--- src/design/ptu_pkg.sv ---
package ptu_pkg;

  localparam int unsigned MAX_WIDTH    = 1024;
  localparam int unsigned MAX_CHANNELS = 4;
  localparam int unsigned STORE_DEPTH  = MAX_WIDTH * MAX_CHANNELS;

  localparam int unsigned IDX_W   = $clog2(STORE_DEPTH);
  localparam int unsigned COL_W   = $clog2(MAX_WIDTH);
  localparam int unsigned CH_W    = $clog2(MAX_CHANNELS);
  localparam int unsigned WIDTH_W = 11;
  localparam int unsigned ROW_W   = 16;
  localparam int unsigned NCH_W   = 3;
  localparam int unsigned MODE_W  = 3;
  localparam int unsigned CFG_DW  = 16;
  localparam int unsigned CFG_AW  = 2;

  typedef enum logic [MODE_W-1:0] {
    PRED_NONE  = 3'd0,
    PRED_LEFT  = 3'd1,
    PRED_UP    = 3'd2,
    PRED_AVG   = 3'd3,
    PRED_PAETH = 3'd4
  } pred_e;

  typedef enum logic [CFG_AW-1:0] {
    CFG_WIDTH    = 2'd0,
    CFG_HEIGHT   = 2'd1,
    CFG_CHANNELS = 2'd2,
    CFG_MODE     = 2'd3
  } cfg_reg_e;

  typedef struct packed {
    logic [WIDTH_W-1:0] width_pixels;
    logic [ROW_W-1:0]   height_rows;
    logic [NCH_W-1:0]   channel_count;
    logic [MODE_W-1:0]  predictor_mode;
  } cfg_t;

  // classified item, front to back
  typedef struct packed {
    logic [7:0]       resid;
    logic [IDX_W-1:0] idx;
    logic [CH_W-1:0]  ch;
    logic             has_a;
    logic             has_b;
    logic             done;
    logic             err;
  } item_t;

endpackage

--- src/design/ptu_queue.sv ---
module ptu_queue
  import ptu_pkg::*;
(
  input  logic  clk_i,
  input  logic  rst_ni,
  input  logic  push_i,
  input  item_t item_i,
  output logic  ready_o,
  input  logic  pop_i,
  output logic  valid_o,
  output item_t item_o
);

  item_t      slot_q [2];
  logic       wr_q, rd_q;
  logic [1:0] count_q, count_d;

  assign ready_o = (count_q != 2'd2);
  assign valid_o = (count_q != 2'd0);
  assign item_o  = slot_q[rd_q];

  always_comb begin
    count_d = count_q;
    if (push_i && !pop_i) begin
      count_d = count_q + 2'd1;
    end else if (pop_i && !push_i) begin
      count_d = count_q - 2'd1;
    end
  end

  always_ff @(posedge clk_i) begin
    if (push_i) begin
      slot_q[wr_q] <= item_i;
    end
  end

  always_ff @(posedge clk_i or negedge rst_ni) begin
    if (!rst_ni) begin
      wr_q    <= 1'b0;
      rd_q    <= 1'b0;
      count_q <= 2'd0;
    end else begin
      count_q <= count_d;
      if (push_i) wr_q <= ~wr_q;
      if (pop_i)  rd_q <= ~rd_q;
    end
  end

  assert property (@(posedge clk_i) disable iff (!rst_ni) count_q <= 2'd2)
    else $error("queue count out of range");

endmodule

--- config.mk ---
export PLATFORM = sky130hd
export DESIGN_NAME = ptu_queue
export DESIGN_NICKNAME = d
export VERILOG_FILES = /design/src/design/ptu_pkg.sv /design/src/design/ptu_queue.sv
export SDC_FILE = /design/constraint.sdc
export NUM_CORES = 1
export LEC_CHECK = 0
export BUFFER_PORTS_ARGS = -buffer_cell sky130_fd_sc_hd__buf_2
export CAP_MARGIN = 20
export CORE_MARGIN = 4
export CORE_UTILIZATION = 55
export CTS_CLUSTER_SIZE = 30
export DETAILED_ROUTE_END_ITERATION = 8
export PLACE_DENSITY_LB_ADDON = 0.15
export SYNTH_ARGS = -nofsm -noshare
export SYNTH_HDL_FRONTEND = slang
export SYNTH_SLANG_ARGS = --single-unit
--- constraint.sdc ---
create_clock -name clk_i -period 4.1 [get_ports clk_i]
set_input_delay 0 -clock clk_i [delete_from_list [all_inputs] [get_ports clk_i]]
set_output_delay 0 -clock clk_i [all_outputs]
set_load 0.02 [all_outputs]
=== Word level (Yosys, flattened, before mapping) ===
Memory sizes are Yosys's and may differ from the RTL's.
Cells that the tools add are included.

* $add $sub $neg: 2
* Eq/ne operators: 1
* Mux-type cells: 4
* Bitwise logic cells: 2
* Reductions and logical operators: 6

{| class="wikitable"
|+ Operator list
! kind !! count
|-
| $mux 2 || 2
|-
| $reduce_bool 2->1 || 2
|-
| $add 2x1->2 const B || 1
|-
| $logic_and 1x1->1 || 2
|-
| $logic_not 1->1 || 2
|-
| $mux 1 || 2
|-
| $ne 2x2->1 const B || 1
|-
| $not 1->1 || 2
|-
| $sub 2x1->2 const B || 1
|}

* Flip-flop bits (word level): 4
* Bits in writable memories: 52
* Bits of input ports: 30
* Word-level logic and storage cells: 19
* Memories: 1

{| class="wikitable"
|+ Memories
! name !! words !! width !! rd ports !! clocked after Yosys merged registers in !! wr ports !! RTL line !! RTL
|-
| slot_q || 2 || 26 || 1 || 0 || 1 || ptu_queue.sv:14 || <nowiki>item_t slot_q [2];</nowiki>
|}

=== Depth between registers and ports, before layout ===
Gate-level depths: netlist of run 1.

* Depth after elaboration: 4
* Depth in mapped cells: 5
* Gate-level depth less buffers: 5

=== Worst setup path after synthesis of run 1 ===
Ideal clock, no wire load.

* Path type: register -> register
* Start point: register wr_q
* End point: memory slot_q[0][0] in the netlist's numbering, enable pin
* Library setup time: 0.412 ns
* Arrival: 1.578 ns
* Slack: 2.110 ns
* Stages on the path, launching flop included: 2
* Buffers on the path: 0
* Clock period less this slack: 1.990 ns
* Cells stage by stage: dfrtp_1 -> nor2b_1

{| class="wikitable"
|+ RTL lines
! what !! RTL line !! RTL
|-
| from (decl) || ptu_queue.sv:15 || <nowiki>logic wr_q, rd_q;</nowiki>
|-
| from (signal assigned) || ptu_queue.sv:44 || <nowiki>if (push_i) wr_q <= ~wr_q;</nowiki>
|-
| to (decl) || ptu_queue.sv:14 ||
|}

Straight into the memory's write port.

==> results.yml, run 1 <==
synth:
  yosysTopAreaCell: "edfxtp_1"
  synth-simple-area-share_pct: 1.33
  synth_nets: 128
  synth_most_common_cell: "edfxtp_1"
  synth_top_area_share_pct: 72.1
  yosysWarnings: 0
  ys_ff_latch: 56
  synth_fa_ha_area_share_pct: 0.578
  synth_mux_area_share_pct: 16.8
  ys.flop_type: "edfxtp_1"
  yosys-top-cells-count: "edfxtp_1 (52), mux2_4 (19), mux2_2 (7)"
  synthCells: 97
  synth-seq-area-share_pct: 76.7
  synthArstFlopShare_pct: 7.14
  synth_cell_types: 15
  synth_compound_gate_area_share_pct: 0
  syn_avg_cell_area_um2: 22.3
  synth_top_family_by_area: "multiplexers"
  synth-edff-count: 52
  synth_area_um2: 2170
  synth_top_cells_by_area: "edfxtp_1 (72%), mux2_4 (13%), dfrtp_1 (4.6%)"
  synthXorXnorAreaFrac_pct: 2.02
global_route:
  grt_antenna_before_repair: 0
  grt_max_degree: 27
  grt_overflow: 0
  grt_pass1_vias: 1240
  grt_usage_pct: 14.8
  grt_pass1_wl_mm: 5.68
route:
  top_layer: "met4"
  wl_met1_mm: 1.36
  wire_per_inst_um: 14.5
  drtIter0Drc: 97
  postRouteAntennaNets: 0
  vias: 1137
  post-route-drc-count: 0
  viasPerCell: 4.76
  routed-wl-met3_um: 233
  met2_length_mm: 1.84
  first_pass_iters: 4
  wirelength_mm: 3.45
clocking:
  clk_pin_slew_ns: 0.08
  cts_tree: "yes"
  clkLatencyLatePin_ns: 0.30
  ctsHtreeMaxLevel: 2
  clock_path_buffers: 2
  cts_setup_buffers: 0
  cts_sinks: 56
  cts_root_buffer: "clkbuf_8"
  cts_resized: 0
  numCtsBuffers: 5
layout:
  syn_to_final_growth_pct: 32.0
  antenna_cells: 0
  layout.nets: 221
  fin_util_pct: 76.4
  stdcell_count: 239
  drive_gt1_share_pct: 49.2
worst_hold_path:
  min-delay-path-class: "in -> async"
die:
  start_util_pct: 57.9
  die_w_um: 70.8
  io_pins: 58
  rows: 22
  die_area_um2: 5010
  core_region_area_um2: 3740
  die_h_um: 70.8
flow_run:
  drv_cap: 0
worst_setup_path:
  crit_cells: 3
  rr_startpoint: "wr_q$_DFFE_PN0P_"
  critPathKind: "reg -> out"
  ff2ff_path_depth: 2
  cp-endpoint: "item_o[22]"
  arrival_ns: 2.04
  crit_fanout: 15
  path_delay_family: "flip-flops"
  start_kind: "flop"
  cp_cell_sequence: "buf_4 > mux2_2 > buf_2"
  cp-end-kind: "primary output"
  cp_slowest_cell: "dfrtp_1"
  worstPathRequired_ns: 4.10
  ff2ff_setup_slack_ns: 2.48
  cp.buffers_inverters: 2
  max_stage_delay_ns: 0.83
  worst_r2r_endpoint: "slot_q[1][14]$_DFFE_PP_"
  crit_start: "rd_q$_DFFE_PN0P_"
timing:
  drv_slew: 0
  worst_pin_slew_ns: 0.745
  finalHoldViolCount: 0
  finalCriticalPeriod_ns: 2.04
  skew_ns: 0.00671
  fmax_mhz: 491
  tns_ns: 0
  slew_headroom_pct: 50.4
  finalSetupViolCount: 0
  rsz0062_at_grt: "no"
  timing.final.crit_share_pct: 49.7
power:
  p_leak_uw: 0.00116
  powerDensity_nw_per_um2: 610
  finalPower_uw: 1740
  ir_drop_v: 0.000401
placement:
  dp.cells: 202
  portBuffers: 57
  hpwlAfterDp_mm: 2.21
  globalplace.congestion: 0.726
outcome:
  status: "complete, no violations"
-- flip-flops by register name, indices dropped and copies added, names as in the netlist --
| register | flops |
|---|---|
| slot_q | 52 |
| count_q | 2 |
| rd_q | 1 |
| wr_q | 1 |
-- where the power goes --
group | switching, uW | total (uW) | leakage (uW) | internal (uW)
Clock | 155 | 273 | 0.0000388 | 119
Sequential | 70.2 | 832 | 0.000535 | 762
Combinational | 333 | 639 | 0.000588 | 306
-- cell usage in the layout (no fill, tap or decap), types with 3 or more instances in the layout --
cell           synthesis  layout
buf_2                  0      57
xor2_1                 4       4
mux2_4                19      19
buf_4                  0       3
clkbuf_8               0       5
dfrtp_1                4       4
dlygate4sd3_1          0      29
edfxtp_1              52      52
mux2_2                 7       7
-- worst min path at each step --
stage	from	end	slack (ns)	cells past startpoint
floorplan	rst_ni	count_q[0]$_DFFE_PN0P_	-0.30	0
global placement	rst_ni	count_q[1]$_DFFE_PN0P_	-0.19	1
global route	rst_ni	count_q[1]$_DFFE_PN0P_	0.05	2
CTS	rst_ni	count_q[1]$_DFFE_PN0P_	0.01	2
finish	rst_ni	wr_q$_DFFE_PN0P_	0.03	2
detailed placement	rst_ni	count_q[1]$_DFFE_PN0P_	-0.19	1
-- metrics by stage --
step / instance area, um^2 / hold slack [ns] / setup slack (ns)
after floorplan: 2170 / -0.296 / 2.11
after global placement: 2480 / -0.190 / 2.42
after detailed placement: 2480 / -0.188 / 2.38
after CTS: 2860 / 0.0141 / 2.04
after global routing: 2860 / 0.0472 / 1.95
final: 2860 / 0.0330 / 2.06
-- cells by family after synthesis --
family | Yosys count
xor gates and xnor gates | 5
muxes | 26
buffers and inverters | 4
and+or+nand+nor | 5
DFF | 56
adders and majority gates | 1
-- per-layer routing --
layer / global-route usage [%] / vias to the layer above
met2: 25.1 / 35
met5: 0 / -
met4: 4.38 / 0
met1: 17.6 / 546
met3: 5.68 / 2
li1: - / 554
-- timing repair --
item / 4_1_cts / 5_1_grt
endpoints found under the hold margin: 58 / 0
hold buffers: 29 / 0
endpoints found under the setup margin: 0 / 0
-- area by class of cell --
type	count	area [um^2]
Tap cell	48	60.1
Clock inverter	2	11.3
Inverter	1	3.75
Sequential cell	56	1660
Timing Repair Buffer	89	598
Multi-Input combinational cell	37	452
Clock buffer	6	72.6
Fill cell	242	885
Power figures use the tool's default switching activity.
==> run 2, diff against run 1 <==
--- a/config.mk
+++ b/config.mk
@@ -8,7 +8,7 @@
 export BUFFER_PORTS_ARGS = -buffer_cell sky130_fd_sc_hd__buf_2
 export CAP_MARGIN = 20
 export CORE_MARGIN = 4
-export CORE_UTILIZATION = 55
+export CORE_UTILIZATION = 46
 export CTS_CLUSTER_SIZE = 30
 export DETAILED_ROUTE_END_ITERATION = 8
 export PLACE_DENSITY_LB_ADDON = 0.15
==> constraint.sdc (replaced) <==
create_clock -name clk_i -period 1.65 [get_ports clk_i]
set_input_delay 0 -clock clk_i [delete_from_list [all_inputs] [get_ports clk_i]]
set_output_delay 0 -clock clk_i [all_outputs]
set_load 0.02 [all_outputs]
==> run 2 against run 1 <==
Net effect:
- design area rose by 0.88%
- non-clock buffer count rose by 2
- register-to-register slack got worse by 2.1 ns
- critical path depth did not move
- sequential cell count did not move
- clock skew barely moved
- sequential power rose by 140%
- clock power rose by 140%
- sequential share of layout area fell by 0.50 points
- clock-buffer cell count fell by 1
==> results.yml, run 2 (synthesis gave the netlist of run 1 again) <==
power:
  p_comb_share_pct: 39.3
  p_leak_uw: 0.00118
  intPower_uw: 2970
  switching_power_uw: 1390
  ir_drop_v: 0.000686
  p_seq_share_pct: 45.7
  powerDensity_nw_per_um2: 1510
  switching_share_pct: 31.9
  power.share.clock_pct: 15.0
clocking:
  numCtsBuffers: 5
  cts_tree: "yes"
  clkLatencyLatePin_ns: 0.29
  ctsHtreeMaxLevel: 2
  clock_path_buffers: 2
  cts_root_buffer: "clkbuf_8"
  cts_sinks: 56
  clk_pin_slew_ns: 0.08
  cts_setup_buffers: 0
global_route:
  use_met1_pct: 14.9
  grt_antenna_before_repair: 0
  grt_overflow: 0
  grt_use_met3_pct: 4.26
  grt_pass1_vias: 1265
  grt_max_degree: 27
  grt_pass1_wl_mm: 6.07
  grt_use_met2_pct: 24.2
  grt_usage_pct: 13.1
  grt_busiest_layer: "met2"
route:
  wirelength_mm: 3.58
  viasPerCell: 4.72
  wire_per_inst_um: 14.7
  drtIter0Drc: 48
  postRouteAntennaNets: 0
  post-route-drc-count: 0
  first_pass_iters: 4
  vias: 1152
worst_setup_path:
  crit_start: "rd_q$_DFFE_PN0P_"
  max_stage_delay_ns: 0.36
  cp_cell_sequence: "buf_4 > mux2_4 > buf_2"
  ff2ff_path_depth: 2
  cp-endpoint: "item_o[1]"
  cp_slowest_cell: "dfrtp_1"
  critPathKind: "reg -> out"
  arrival_ns: 1.44
  rr_startpoint: "wr_q$_DFFE_PN0P_"
  cp-end-kind: "primary output"
  start_kind: "flop"
  cp.buffers_inverters: 2
  ff2ff_setup_slack_ns: 0.37
  worstPathRequired_ns: 1.65
  path_delay_family: "buffers and inverters"
  crit_cells: 3
  crit_fanout: 15
  worst_r2r_endpoint: "slot_q[1][19]$_DFFE_PP_"
die:
  rows: 24
  die_area_um2: 5870
  start_util_pct: 48.7
  core_region_area_um2: 4440
  io_pins: 58
  die_w_um: 76.6
  die_h_um: 76.6
layout:
  drive_gt1_share_pct: 49.5
  largest_register_ffs: 52
  largest-register: "slot_q"
  final_common_cell: "buf_2"
  layout.nets: 223
  syn_to_final_growth_pct: 33.2
  layout_common_cells: "buf_2 (57), edfxtp_1 (52), dlygate4sd3_1 (29), mux2_4 (19), mux2_2 (7)"
  n_fill_cell: 335
  antenna_cells: 0
  reg_top3: "slot_q (52), count_q (2)"
  fin_util_pct: 64.9
placement:
  portBuffers: 57
  hpwlAfterDp_mm: 2.43
  globalplace.congestion: 0.654
timing:
  finalCriticalPeriod_ns: 1.44
  timing.final.crit_share_pct: 87.3
  slew_headroom_pct: 75.0
  finalSetupViolCount: 0
  fmax_mhz: 694
  drv_slew: 0
  worst_pin_slew_ns: 0.375
  rsz0062_at_grt: "no"
  tns_ns: 0
  skew_ns: 0.00707
  finalHoldViolCount: 0
worst_hold_path:
  min-delay-path-class: "in -> async"
flow_run:
  drv_cap: 0
outcome:
  status: "complete, no violations"
==> run 2: cell types whose count changed in the layout (fill, tap and decap cells not counted), sizes merged <==
cell	previous run	this run
buf	60	62
clkbuf	6	5
clkinv	1	2
clkinvlp	1	0
==> run 2: cell type report <==
| type | instances | area (um^2) | share of cell area (%) |
|---|---|---|---|
| clock buffers | 5 | 68.8 | 2.39 |
| inverters | 1 | 3.75 | 0.130 |
| multi-input cells | 37 | 452 | 15.7 |
| well taps | 52 | 65.1 | 2.26 |
| clock inverters | 2 | 7.51 | 0.260 |
| flip-flops and latches | 56 | 1660 | 57.6 |
| repair buffers | 91 | 626 | 21.7 |
==> run 2: what timing repair did <==
item                      4_1_cts  5_1_grt
resized for setup               0        0
hold endpoints to repair       58        0
hold buffers                   29        0
==> run 2: worst min path at each step <==
stage | depth (start not counted) | slack, ns | start | end
2_1_floorplan | 0 | -0.30 | rst_ni | count_q[0]$_DFFE_PN0P_
3_3_place_gp | 1 | -0.19 | rst_ni | count_q[1]$_DFFE_PN0P_
3_5_place_dp | 1 | -0.18 | rst_ni | count_q[1]$_DFFE_PN0P_
4_1_cts | 2 | 0.03 | rst_ni | count_q[1]$_DFFE_PN0P_
5_1_grt | 2 | 0.02 | rst_ni | count_q[1]$_DFFE_PN0P_
6_report | 2 | 0.04 | rst_ni | count_q[1]$_DFFE_PN0P_
==> run 2: per-layer routing <==
layer  vias to the layer above  wire, um  part of all wire, %
li1                        559         -                    -
met1                       558      1350                   38
met2                        33      2040                   57
met3                         2       174                  4.9
met4                         0        14                 0.39
met5                         -         0                    0
==> run 2: worst register-to-register path, stage by stage (launching register included) <==
cell and delay (ns):
dfrtp_1 0.39, and2_1 0.37, buf_4 0.24
==> run 2: power groups by stage <==
stage / logic (uW) / clock network, uW / registers [uW]
floorplan: 1310 / 0 / 2000
global placement: 1660 / 0 / 2010
detailed placement: 1690 / 0 / 2030
CTS: 1740 / 693 / 2000
global route: 1830 / 752 / 2020
finish: 1710 / 655 / 1990
==> run 2: stage by stage <==
step / instance area [um^2] / setup slack, ns / total power (uW) / hold slack (ns) / std cells
after global routing: 2880 / 0.127 / 4610 / 0.0235 / 244
after floorplan: 2170 / 0.145 / 3310 / -0.296 / 97
after global placement: 2520 / 0.405 / 3670 / -0.187 / 208
after CTS: 2880 / 0.176 / 4440 / 0.0349 / 244
after detailed placement: 2520 / 0.371 / 3720 / -0.182 / 208
final: 2880 / 0.210 / 4360 / 0.0383 / 244
