File: config.mk
export PLATFORM = sky130hd
export DESIGN_NAME = ptu_front
export DESIGN_NICKNAME = d
export VERILOG_FILES = /design/src/design/ptu_pkg.sv /design/src/design/ptu_front.sv
export SDC_FILE = /design/constraint.sdc
export NUM_CORES = 1
export LEC_CHECK = 0
export ABC_AREA = 1
export BUFFER_PORTS_ARGS = -buffer_cell sky130_fd_sc_hd__buf_4
export CELL_PAD_IN_SITES_DETAIL_PLACEMENT = 1
export CELL_PAD_IN_SITES_GLOBAL_PLACEMENT = 1
export CORE_ASPECT_RATIO = 0.75
export CORE_MARGIN = 4
export CORE_UTILIZATION = 41
export DETAILED_ROUTE_END_ITERATION = 8
export PLACE_DENSITY = 0.87
export SYNTH_ARGS = -nofsm -noshare
export SYNTH_HDL_FRONTEND = slang
export SYNTH_SLANG_ARGS = --single-unit
File: constraint.sdc
create_clock -name clk_i -period 7.2 [get_ports clk_i]
set_clock_uncertainty 0.1 [all_clocks]
set_input_delay 2.16 -clock clk_i [delete_from_list [all_inputs] [get_ports clk_i]]
set_output_delay 2.16 -clock clk_i [all_outputs]
set_load 0.02 [all_outputs]
File: src/design/ptu_pkg.sv
package ptu_pkg;

  localparam int unsigned MAX_WIDTH    = 1024;
  localparam int unsigned MAX_CHANNELS = 4;
  localparam int unsigned STORE_DEPTH  = MAX_WIDTH * MAX_CHANNELS;

  localparam int unsigned IDX_W   = $clog2(STORE_DEPTH);
  localparam int unsigned COL_W   = $clog2(MAX_WIDTH);
  localparam int unsigned CH_W    = $clog2(MAX_CHANNELS);
  localparam int unsigned WIDTH_W = 11;
  localparam int unsigned ROW_W   = 16;
  localparam int unsigned NCH_W   = 3;
  localparam int unsigned MODE_W  = 3;
  localparam int unsigned CFG_DW  = 16;
  localparam int unsigned CFG_AW  = 2;

  typedef enum logic [MODE_W-1:0] {
    PRED_NONE  = 3'd0,
    PRED_LEFT  = 3'd1,
    PRED_UP    = 3'd2,
    PRED_AVG   = 3'd3,
    PRED_PAETH = 3'd4
  } pred_e;

  typedef enum logic [CFG_AW-1:0] {
    CFG_WIDTH    = 2'd0,
    CFG_HEIGHT   = 2'd1,
    CFG_CHANNELS = 2'd2,
    CFG_MODE     = 2'd3
  } cfg_reg_e;

  typedef struct packed {
    logic [WIDTH_W-1:0] width_pixels;
    logic [ROW_W-1:0]   height_rows;
    logic [NCH_W-1:0]   channel_count;
    logic [MODE_W-1:0]  predictor_mode;
  } cfg_t;

  // classified item, front to back
  typedef struct packed {
    logic [7:0]       resid;
    logic [IDX_W-1:0] idx;
    logic [CH_W-1:0]  ch;
    logic             has_a;
    logic             has_b;
    logic             done;
    logic             err;
  } item_t;

endpackage

File: src/design/ptu_front.sv
module ptu_front
  import ptu_pkg::*;
(
  input  logic       clk_i,
  input  logic       rst_ni,
  input  cfg_t       cfg_i,
  input  logic       accept_i,
  input  logic [7:0] resid_i,
  input  logic       last_i,
  output item_t      item_o
);

  logic [COL_W-1:0] col_q, col_d;
  logic [ROW_W-1:0] row_q, row_d;
  logic [CH_W-1:0]  chan_q, chan_d;

  logic [WIDTH_W-1:0] eff_w;
  logic [ROW_W-1:0]   eff_h;
  logic [NCH_W-1:0]   eff_n;
  logic chan_last, col_last, row_last, at_end, done;
  logic [COL_W+NCH_W-1:0] idx_full;

  always_comb begin
    if (cfg_i.width_pixels == '0) begin
      eff_w = WIDTH_W'(1);
    end else if (cfg_i.width_pixels > WIDTH_W'(MAX_WIDTH)) begin
      eff_w = WIDTH_W'(MAX_WIDTH);
    end else begin
      eff_w = cfg_i.width_pixels;
    end
    eff_h = (cfg_i.height_rows == '0) ? ROW_W'(1) : cfg_i.height_rows;
    if (cfg_i.channel_count == '0) begin
      eff_n = NCH_W'(1);
    end else if (cfg_i.channel_count > NCH_W'(MAX_CHANNELS)) begin
      eff_n = NCH_W'(MAX_CHANNELS);
    end else begin
      eff_n = cfg_i.channel_count;
    end
  end

  assign chan_last = (NCH_W'(chan_q) + NCH_W'(1)) >= eff_n;
  assign col_last  = (WIDTH_W'(col_q) + WIDTH_W'(1)) >= eff_w;
  assign row_last  = ({1'b0, row_q} + (ROW_W+1)'(1)) >= {1'b0, eff_h};
  assign at_end    = chan_last && col_last && row_last;
  assign done      = last_i || at_end;

  assign idx_full = (COL_W+NCH_W)'(col_q) * (COL_W+NCH_W)'(eff_n)
                  + (COL_W+NCH_W)'(chan_q);

  always_comb begin
    item_o.resid = resid_i;
    item_o.idx   = idx_full[IDX_W-1:0];
    item_o.ch    = chan_q;
    item_o.has_a = (col_q != '0);
    item_o.has_b = (row_q != '0);
    item_o.done  = done;
    item_o.err   = last_i ^ at_end;
  end

  always_comb begin
    col_d  = col_q;
    row_d  = row_q;
    chan_d = chan_q;
    if (accept_i) begin
      if (done) begin
        col_d  = '0;
        row_d  = '0;
        chan_d = '0;
      end else if (!chan_last) begin
        chan_d = chan_q + CH_W'(1);
      end else begin
        chan_d = '0;
        if (!col_last) begin
          col_d = col_q + COL_W'(1);
        end else begin
          col_d = '0;
          row_d = row_q + ROW_W'(1);
        end
      end
    end
  end

  always_ff @(posedge clk_i or negedge rst_ni) begin
    if (!rst_ni) begin
      col_q  <= '0;
      row_q  <= '0;
      chan_q <= '0;
    end else begin
      col_q  <= col_d;
      row_q  <= row_d;
      chan_q <= chan_d;
    end
  end

  // a tile end always rewinds the position
  assert property (@(posedge clk_i) disable iff (!rst_ni)
    accept_i && done |=> col_q == '0 && row_q == '0 && chan_q == '0)
    else $error("position not rewound after tile end");

endmodule

Yosys cells after proc, flatten, opt, wreduce, memory -nomap -nowiden
Index checks and enable logic that the tools add are counted.
- register bits after elaboration: 28
- bits of input ports: 45
- output and inout port bits: 26
- logic and storage cells: 42
- add/subtract/negate cells: 7
- $mul: 1
- $lt $le $gt $ge: 5
- muxes and demuxes: 13
- bitwise operators: 1
- reductions and logical operators: 12
- operators with widths (kind ; count):
    16-bit two-way mux ; 4
    10-bit two-way mux ; 3
    11-bit two-way mux ; 2
    16-bit by 1-bit adder with 17-bit output (second input constant) ; 1
    17-bit by 16-bit >= comparator with 1-bit output ; 1
    16-bit by 1-bit adder with 16-bit output (second input constant) ; 1
    16-bit zero test ; 1
    16-bit nonzero test ; 1
    12-bit by 2-bit adder with 12-bit output ; 1
    10-bit by 3-bit multiplier with 12-bit output ; 1
    10-bit by 1-bit adder with 11-bit output (second input constant) ; 1
    11-bit >= comparator ; 1
    11-bit > comparator (second input constant) ; 1
    11-bit zero test ; 1
    10-bit by 1-bit adder with 10-bit output (second input constant) ; 1
    10-bit nonzero test ; 1
    3-bit two-way mux ; 2
    2-bit two-way mux ; 2
    2-bit nonzero test ; 2
    2-bit by 1-bit adder with 3-bit output (second input constant) ; 1
    3-bit >= comparator ; 1
    3-bit > comparator (second input constant) ; 1
    3-bit zero test ; 1
    3-bit AND reduction ; 1
    5 further kinds ; 6

Logic depth before layout (Yosys ltp)
Gate-level depths: netlist (run 1).
- word-level depth: 9
- gate-level depth with buffers: 25
- gate-level depth less buffers: 24

Worst setup path after synthesis (run 1)
No wires, ideal clock.
- kind: input port to output port
- start: input port cfg_i[5] (netlist bit)
- end: output port item_o[16] (netlist bit)
- arrival time: 4.813 ns
- data required time: 4.940 ns
- slack: 0.127 ns
- cell stages on the path: 12
- buffers on the path: 1
- cell sequence: clkbuf_1 nor2_1 nand2_1 fa_1 inv_1 ha_1 ha_1 a21oi_1 o21ai_0 nand2_1 o2111ai_1 xor2_1
- RTL lines (what ; line ; RTL):
    from (decl) ; ptu_front.sv:6 ; input cfg_t cfg_i,
    to (decl) ; ptu_front.sv:10 ; output item_t item_o

==> results.toml, run 1 <==
[yosys]
syn_area_per_cell_sq_um = 6.97
synth_nets = 665
synth-seq-cells = 28
synth_top_family_by_area = "simple AND/OR/NAND/NOR gates"
synth.yosys.seq_area_share = 0.182
synth_adder_area_share = 0.239
synth_warnings = 0
synth-compound-area-share = 0.0760
synthCells = 552
syn_area_sq_um = 3850
synth_cell_types = 33
synthMuxAreaShare = 0
yosys.area_share.simple = 0.309
synth_xor_area_frac = 0.0660

[clock_network]
post-cts-setup-buffers = 0
clk_pin_slew_worst_paths_ps = 70
root_buffer = "clkbuf_16"
insertion_delay_ps = 270
cts_buffer_depth = 2
cts_tree = "done"
h-tree-depth = 1
clock-sinks = 28
ctsHoldBuffers = 0
numCtsBuffers = 3

[grt]
grt_max_degree = 29
grt-ovfl-total = 0
grt.total_usage = 0.218
grt_pass1_wl_microns = 19800
grt_pass1_vias = 4174
antenna_found_initial = 0

[worst_setup_path]
worstSetupPathType = "primary input to primary output"
required_ps = 4940
cp_max_fo = 6
worst_setup_path_start_kind = "primary input"
crit_path_max_incr_delay_ps = 520
path_cells = "buf_4 -> inv_1 -> o21ai_2 -> clkinv_2 -> buf_4 -> nand2_1 -> fa_1 -> inv_1 -> ha_1 -> ha_2 -> nand2_1 -> nor2_2 -> a21o_1 -> nand3_1 -> a21o_1 -> nand2_1 -> buf_4"
cp_slowest_cell = "fa_1"
cp.arrival_ps = 4830
critPathCaptureType = "primary output"

[pwr]
report.power.total_uw = 656
power_leakage_nw = 2.64
vdd_ir_drop_max_mv = 0.0825
seq_power_share = 0.294
intPower_uw = 376
sw_frac_of_total = 0.426
p_switching_uw = 279
powerDensity_nw_per_um2 = 144
pwr-share-comb = 0.485
p_clk_frac = 0.221

[final_layout]
layout_common_cells = "nand2_1 (139), inv_1 (92), buf_4 (68)"
fillCellCount = 1203
multi_input_area_sq_um = 2730
num-nets-final = 717
design_area_sq_um = 4550
antennaDiodeCount = 0
final_common_cell = "nand2_1"
drive_gt1_frac = 0.163
syn_to_final_growth_pct = 18.1
area.sequential_sq_um = 701

[timing]
slew_headroom = 0.456
period_minus_slack_ps = 7090
layout_worst_path_cycle_share = 0.984
hold_violations = 0
max_freq_ghz = 0.141
setup_viol = 0
worstMarginPinSlew_ps = 813
final.setup.tns_ps = 0
drv_slew = 0

[drt]
vias_per_cell = 5.35
dr.pass1.iters = 4
wl_per_cell_microns = 16.7
drt_iter0_drc = 179
ant_nets = 0
drt_wl_total_microns = 12200
dr_total_vias = 3911
drc_errors = 0

[die]
die_y_microns = 91.9
fp.coreArea_sq_um = 9080
dieArea_sq_um = 11000
num_rows = 30
start_util = 0.424
pin_count = 71
die_x_microns = 120

[status]
outcome = "finished, final reports clean"

[placement]
port_buffers = 51
hpwl_microns = 9750
dpl-instance-area_sq_um = 4380
routabilityCongestion = 0.851

[flow_run]
cap_violations = 0

[worst_hold_path]
min-delay-path-class = "flop to flop"
worst max-delay path: cells and delay by family:
family / cells / cell delay, ps
AOI/OAI and AO/OA: 3 / 440
adders and majority gates: 3 / 1100
buffers and inverters: 6 / 650
and+or+nand+nor: 5 / 470
through the flow:
step	worst slack (ps)	utilization	instances	hold slack, ps
5_1_grt	-83.6	0.500	731	458
2_1_floorplan	127	-	552	363
3_5_place_dp	-151	0.482	727	409
4_1_cts	38.1	0.492	731	425
6_report	112	0.500	731	424
3_3_place_gp	-10.3	0.482	727	401
layer usage:
metal	wire (microns)	global-route usage	share of wire
met1	5420	0.290	0.44
met2	5980	0.379	0.49
met3	615	0.0277	0.050
met4	165	0.0467	0.014
met5	0	0	0
logic make-up after synthesis:
group,Yosys count
adders and majority gates,68
AOI/OAI and AO/OA,51
xor gates and xnor gates,29
DFF,28
and+or+nand+nor,261
buffers and inverters,115
Yosys cell counts:
| master | count | area, sq um |
|---|---|---|
| inv_2 | 1 | 3.75 |
| nor2_4 | 1 | 11.3 |
| nand4_1 | 31 | 194 |
| o21bai_1 | 2 | 15.0 |
| o21ai_1 | 1 | 5.00 |
| nand2_2 | 2 | 12.5 |
| buf_6 | 2 | 22.5 |
| nor2_2 | 3 | 18.8 |
| clkbuf_1 | 4 | 15.0 |
| nand2_1 | 140 | 526 |
| a21o_1 | 6 | 45.0 |
| o211ai_1 | 2 | 15.0 |
| a21oi_1 | 20 | 100 |
| xnor2_1 | 3 | 26.3 |
| o21ai_0 | 17 | 85.1 |
| dfrtp_1 | 28 | 701 |
| nor3_2 | 1 | 10.0 |
| inv_1 | 92 | 345 |
| clkinv_1 | 1 | 3.75 |
| nor3_1 | 7 | 35.0 |
| fa_1 | 9 | 180 |
| nand2_4 | 3 | 33.8 |
| buf_4 | 11 | 82.6 |
| nor3b_1 | 1 | 7.51 |
| nor4_1 | 10 | 62.6 |
| nor2_1 | 32 | 120 |
| nand3_1 | 28 | 140 |
| nand3_2 | 2 | 20.0 |
| o2111ai_1 | 2 | 17.5 |
| ha_1 | 59 | 738 |
| buf_2 | 4 | 20.0 |
| xor2_1 | 26 | 228 |
| a41o_1 | 1 | 10.0 |
flip-flops by register name, summed over array words and instances (netlist names):
name / flops
row_q: 16
col_q: 10
chan_q: 2
final timing paths:
check | from | to | slack (ps) | cells past startpoint
setup / recovery | cfg_i[5] | item_o[15] | 110 | 17
hold / removal | row_q[14]$_DFFE_PN0P_ | row_q[14]$_DFFE_PN0P_ | 420 | 2
setup reg to reg | row_q[0]$_DFFE_PN0P_ | row_q[10]$_DFFE_PN0P_ | 2590 | 22
hold reg to reg | row_q[14]$_DFFE_PN0P_ | row_q[14]$_DFFE_PN0P_ | 420 | 2
max in group asynchronous | rst_ni | row_q[13]$_DFFE_PN0P_ | 5000 | 1
min in group asynchronous | rst_ni | col_q[7]$_DFFE_PN0P_ | 1700 | 1
power groups by stage:
stage	Combinational [mW]	Clock [mW]	Sequential (mW)
detailed placement	0.311	0	0.196
CTS	0.315	0.147	0.193
global placement	0.293	0	0.194
global route	0.353	0.153	0.196
finish	0.318	0.145	0.193
floorplan	0.208	0	0.187
timing repair:
item                                    4_1_cts  5_1_grt
endpoints found under the setup margin        7        6
endpoints found under the hold margin         0        0
resized for setup                             2       14
cell type report:
cell class,count,area share
inverter,94,0.0779
sequential,28,0.154
timing repair buffer,68,0.112
clock buffer,4,0.0195
tap,128,0.0352
multi-input combinational,409,0.601
No activity file was read; power rests on OpenSTA's default activity.
==> run 2, diff against run 1 <==
==> constraint.sdc (replaced) <==
create_clock -name clk_i -period 7.2 [get_ports clk_i]
set_clock_uncertainty 0.1 [all_clocks]
set_input_delay 0.36 -clock clk_i [delete_from_list [all_inputs] [get_ports clk_i]]
set_output_delay 0.36 -clock clk_i [all_outputs]
set_load 0.02 [all_outputs]
==> run 2 against run 1 <==
Core utilization decreased by 1.9 points. Combinational power down 4%. First-iteration DRC count is 16% higher. Hold slack worse by 130 ps. Count of clock-buffer cells in the layout fell by 1. Via count fell by 3.9%. Critical path depth up 5. Maximum frequency rose by 63%.
==> results.toml, run 2 (synthesis gave the netlist of run 1 again) <==
[pwr]
vdd_ir_drop_max_mv = 0.0996
p_clk_frac = 0.256
p_switching_uw = 275
powerDensity_nw_per_um2 = 153
power_leakage_nw = 2.58
intPower_uw = 394
pwr-share-comb = 0.455
sw_frac_of_total = 0.411
seq_power_share = 0.289
report.power.total_uw = 669

[worst_hold_path]
whs_path_depth = 3
min-delay-path-class = "primary input to flop"
min_from = "accept_i"
hold_end = "chan_q[1]$_DFFE_PN0P_"

[timing]
fin_ws_ps = 2840
final.setup.tns_ps = 0
slew_headroom = 0.488
max_freq_ghz = 0.229
hold_ws_ps = 290
period_minus_slack_ps = 4360
setup_viol = 0
worstMarginPinSlew_ps = 765
hold_violations = 0
drv_slew = 0
grt_setup_unrepaired = "no"
layout_worst_path_cycle_share = 0.605

[die]
fp.coreArea_sq_um = 9080
die_x_microns = 120
pin_count = 71
dieArea_sq_um = 11000
die_y_microns = 91.9
num_rows = 30
start_util = 0.424

[final_layout]
regMostFlops = "row_q"
layout_common_cells = "nand2_1 (140), inv_1 (92), ha_1 (59)"
largest_reg_flops = 16
final_core_util = 0.482
reg.largest.list = "row_q (16), col_q (10), chan_q (2)"
num-nets-final = 702
drive_gt1_frac = 0.117
final_common_cell = "nand2_1"
antennaDiodeCount = 0
syn_to_final_growth_pct = 13.6

[placement]
routabilityCongestion = 0.836
hpwl_microns = 8930
dpl_worst_slack_ps = 2890
port_buffers = 51

[drt]
vias_per_cell = 5.25
ant_nets = 0
drc_errors = 0
wl_per_cell_microns = 15.3
dr_total_vias = 3758
drt_iter0_drc = 208
dr.pass1.iters = 4
drt_wl_total_microns = 10900

[clock_network]
root_buffer = "clkbuf_16"
cts_resized = 0
numCtsBuffers = 3
cts_buffer_depth = 2
insertion_delay_ps = 270
clock-sinks = 28
cts_tree = "done"
clk_pin_slew_worst_paths_ps = 80
post-cts-setup-buffers = 0
h-tree-depth = 1

[status]
outcome = "finished, final reports clean"

[worst_setup_path]
reg2reg_depth = 22
cp.arrival_ps = 4410
rr_startpoint = "col_q[0]$_DFFE_PN0P_"
required_ps = 7250
rrSetupSlack_ps = 2840
worstSetupPathType = "flop to flop"
r2r_end = "row_q[9]$_DFFE_PN0P_"
startpoint = "col_q[0]$_DFFE_PN0P_"
cp_max_fo = 24
worst_setup_path_start_kind = "flop"
critPathCaptureType = "flop"

[grt]
grt.total_usage = 0.211
antenna_found_initial = 0
grt_pass1_wl_microns = 19300
grt_max_degree = 29
grt_pass1_vias = 4023
grt-ovfl-total = 0

[flow_run]
cap_violations = 0
[run 2: changes by cell type in the layout (fill, tap and decap cells not counted), moves of 2 or more]
| cell | change |
|---|---|
| o21ai_0 | +3 |
| a21oi_1 | +2 |
| nor2_1 | +2 |
| nor2_2 | -2 |
| o21ai_2 | -2 |
| buf_4 | -16 |
| a21oi_2 | -2 |
| ha_4 | -4 |
| ha_1 | +5 |
[run 2: final cells by class]
class,count,area (sq um)
tap,128,160
timing repair buffer,53,400
clock inverter,1,30.0
multi-input combinational,409,2660
inverter,94,353
fill,1205,4710
sequential,28,701
clock buffer,3,75.1
[run 2: worst max path at each step]
stage	end	slack (ps)	cells after the start
after floorplan	item_o[16]	3730	12
after global placement	row_q[1]$_DFFE_PN0P_	3030	22
after detailed placement	row_q[1]$_DFFE_PN0P_	2890	22
after CTS	row_q[9]$_DFFE_PN0P_	2840	22
after global routing	row_q[9]$_DFFE_PN0P_	2480	24
final	row_q[9]$_DFFE_PN0P_	2840	22
[run 2: critical path: stages (launching register included)]
cell	delay, ps
dfrtp_1	540
ha_1	250
nand3_1	140
nor2_1	170
nand3_1	130
xor2_1	210
inv_1	70
ha_1	270
inv_1	40
nor2_2	230
nand4_1	170
nand2_1	140
nor2_4	80
nor2_1	140
nand2_1	80
ha_1	180
buf_4	230
nand2_2	150
nand2_4	110
inv_2	390
nand2_4	230
nand2_1	120
nand2_1	60
[run 2: per-stage QoR]
step                      instance area (sq um)  cells
after floorplan                            3850    552
after global placement                     4260    711
after detailed placement                   4260    711
after CTS                                  4380    716
after global routing                       4380    716
final                                      4380    716
[run 2: timing repair]
item | 4_1_cts | 5_1_grt
hold endpoints to repair | 28 | 0
hold buffers | 1 | 0
endpoints found under the setup margin | 0 | 0
[run 2: per-layer routing]
layer | part of all wire | up-vias | global-route usage | routed length, microns
met5 | 0 | - | 0 | 0
met4 | 0.012 | 0 | 0.0458 | 133
met3 | 0.047 | 12 | 0.0222 | 517
met2 | 0.47 | 92 | 0.358 | 5160
met1 | 0.47 | 1786 | 0.290 | 5140
li1 | - | 1868 | - | -
[run 2: power by group through the flow]
| stage | combinational (mW) | sequential (mW) | clock, mW |
|---|---|---|---|
| 2_1_floorplan | 0.208 | 0.187 | 0 |
| 3_3_place_gp | 0.284 | 0.194 | 0 |
| 3_5_place_dp | 0.303 | 0.195 | 0 |
| 4_1_cts | 0.308 | 0.193 | 0.173 |
| 5_1_grt | 0.343 | 0.197 | 0.180 |
| 6_report | 0.305 | 0.193 | 0.171 |
==> run 3, diff against run 2 <==
--- a/config.mk
+++ b/config.mk
@@ -11,9 +11,9 @@
 export CELL_PAD_IN_SITES_GLOBAL_PLACEMENT = 1
 export CORE_ASPECT_RATIO = 0.75
 export CORE_MARGIN = 4
-export CORE_UTILIZATION = 41
+export CORE_UTILIZATION = 37
 export DETAILED_ROUTE_END_ITERATION = 8
-export PLACE_DENSITY = 0.87
+export PLACE_DENSITY = 0.83
 export SYNTH_ARGS = -nofsm -noshare
 export SYNTH_HDL_FRONTEND = slang
 export SYNTH_SLANG_ARGS = --single-unit
==> constraint.sdc (replaced) <==
create_clock -name clk_i -period 3.98 [get_ports clk_i]
set_clock_uncertainty 0.1 [all_clocks]
set_input_delay 0.199 -clock clk_i [delete_from_list [all_inputs] [get_ports clk_i]]
set_output_delay 0.199 -clock clk_i [all_outputs]
set_load 0.02 [all_outputs]
==> run 3 against run 2 <==
Core utilization shrank 3.0 points. Critical path depth shrank 6. Critical path type is now flop to primary output. Non-clock buffer count grew 7. Flip-flop and latch count is the same. Largest power group unchanged. Routed wire length grew 3.4%. Die area grew 10%. Final cell count grew 1.5%. Global-route usage shrank 2.3 points.
==> results.toml, run 3 (synthesis gave the netlist of run 1 again) <==
[worst_setup_path]
cp_max_fo = 22
cp_slowest_cell = "dfrtp_1"
critPathMostFrequentCell = "nand2_1"
required_ps = 3680
path_cells = "nand2_1 -> nor2_1 -> nand2_1 -> xor2_1 -> inv_1 -> ha_1 -> nand2_1 -> nor3_1 -> nor3b_1 -> nand4_1 -> nand3_1 -> nand2_1 -> ha_2 -> buf_12 -> inv_1 -> buf_4"
cp.arrival_ps = 3410
worstSetupPathType = "flop to primary output"
critPathCaptureType = "primary output"
crit_path_max_incr_delay_ps = 490
worst_setup_path_start_kind = "flop"

[status]
outcome = "finished, final reports clean"

[flow_run]
cap_violations = 0

[grt]
grt_pass1_wl_microns = 18900
antenna_found_initial = 0
grt_max_degree = 29
grt.total_usage = 0.188
grt_pass1_vias = 3908
grt-ovfl-total = 0

[clock_network]
clock-sinks = 28
h-tree-depth = 1
cts_buffer_depth = 2
numCtsBuffers = 3
cts_tree = "done"
root_buffer = "clkbuf_16"
insertion_delay_ps = 270
clk_pin_slew_worst_paths_ps = 70

[final_layout]
fillCellCount = 1294
largest_reg_flops = 16
antennaDiodeCount = 0
num-nets-final = 709
reg.largest.list = "row_q (16), col_q (10), chan_q (2)"
stdcell_count = 727
layout_common_cells = "nand2_1 (139), inv_1 (91), buf_4 (58)"
regMostFlops = "row_q"
drive_gt1_frac = 0.136
final_core_util = 0.452
final_common_cell = "nand2_1"
syn_to_final_growth_pct = 16.1

[die]
dieArea_sq_um = 12100
die_y_microns = 96.3
fp.coreArea_sq_um = 9890
pin_count = 71
die_x_microns = 126
start_util = 0.389
num_rows = 31

[drt]
vias_per_cell = 5.27
wl_per_cell_microns = 15.6
wl_met2_microns = 5280
drc_errors = 0
top_layer_used = "met4"
wl_met1_microns = 5480
drt_iter0_drc = 189
dr.pass1.iters = 4
ant_nets = 0
dr_total_vias = 3830
drt_wl_total_microns = 11300
wl_met3_microns = 455

[placement]
dp_cells = 719
port_buffers = 51
dpl_worst_slack_ps = 82.4
routabilityCongestion = 0.875
hpwl_microns = 9340

[timing]
drv_slew = 0
period_minus_slack_ps = 3700
fin_ws_ps = 276
max_freq_ghz = 0.270
layout_worst_path_cycle_share = 0.931
setup_viol = 0
worstMarginPinSlew_ps = 765
slew_headroom = 0.488
hold_violations = 0

[pwr]
seq_power_share = 0.275
p_switching_uw = 505
sw_frac_of_total = 0.408
powerDensity_nw_per_um2 = 277
intPower_uw = 731
p_clk_frac = 0.251
pwr-share-comb = 0.474
power_leakage_nw = 2.61
vdd_ir_drop_max_mv = 0.206

[worst_hold_path]
min-delay-path-class = "primary input to flop"
[run 3: repair_timing]
item	in CTS	in global routing
hold endpoints to repair	28	0
setup endpoints to repair	0	28
buffers inserted	0	3
gates resized for setup	0	12
hold buffers	1	0
[run 3: path summary, 6_finish.rpt]
check / to / cells after the start / slack (ps) / from
worst max-delay path: item_o[1] / 16 / 280 / row_q[3]$_DFFE_PN0P_
worst min-delay path: chan_q[1]$_DFFE_PN0P_ / 3 / 130 / accept_i
worst max register to register: row_q[9]$_DFFE_PN0P_ / 19 / 280 / row_q[3]$_DFFE_PN0P_
worst min register to register: row_q[14]$_DFFE_PN0P_ / 2 / 430 / row_q[14]$_DFFE_PN0P_
max in group asynchronous: row_q[13]$_DFFE_PN0P_ / 2 / 3200 / rst_ni
min in group asynchronous: col_q[7]$_DFFE_PN0P_ / 2 / 290 / rst_ni
[run 3: power by group through the flow]
stage	registers (mW)	clock network, mW	logic (mW)
after CTS	0.340	0.311	0.579
after global placement	0.342	0	0.551
after floorplan	0.338	0	0.377
after detailed placement	0.344	0	0.570
final	0.340	0.310	0.586
after global routing	0.344	0.325	0.650
[run 3: worst max-delay path: cells and delay by family (launching register included)]
kind          cells  cell delay, ps
simple gates      9            1480
buf+inv           4             500
fa+ha+maj         2             500
flops             1             490
xor+xnor          1             150
[run 3: final cells by class]
cell class,count,area (sq um),share of cell area
Tap cell,132,165,0.0370
Timing Repair Buffer,60,465,0.104
Clock inverter,1,30.0,0.00672
Inverter,94,358,0.0801
Clock buffer,3,75.1,0.0168
Multi-Input combinational cell,409,2670,0.598
Sequential cell,28,701,0.157
[run 3: per-layer routing]
layer  track usage  vias to the layer above
met5             0                        -
li1              -                     1880
met4        0.0277                        0
met2         0.317                       88
met3        0.0189                        9
met1         0.267                     1853
[run 3: through the flow]
stage	TNS [ps]	instance area [sq um]	power [mW]	hold WS, ps
3_5_place_dp	0	4300	0.914	53.3
5_1_grt	-89.7	4470	1.32	149
4_1_cts	0	4410	1.23	134
2_1_floorplan	0	3850	0.715	-197
3_3_place_gp	0	4300	0.894	46.1
6_report	0	4470	1.24	135
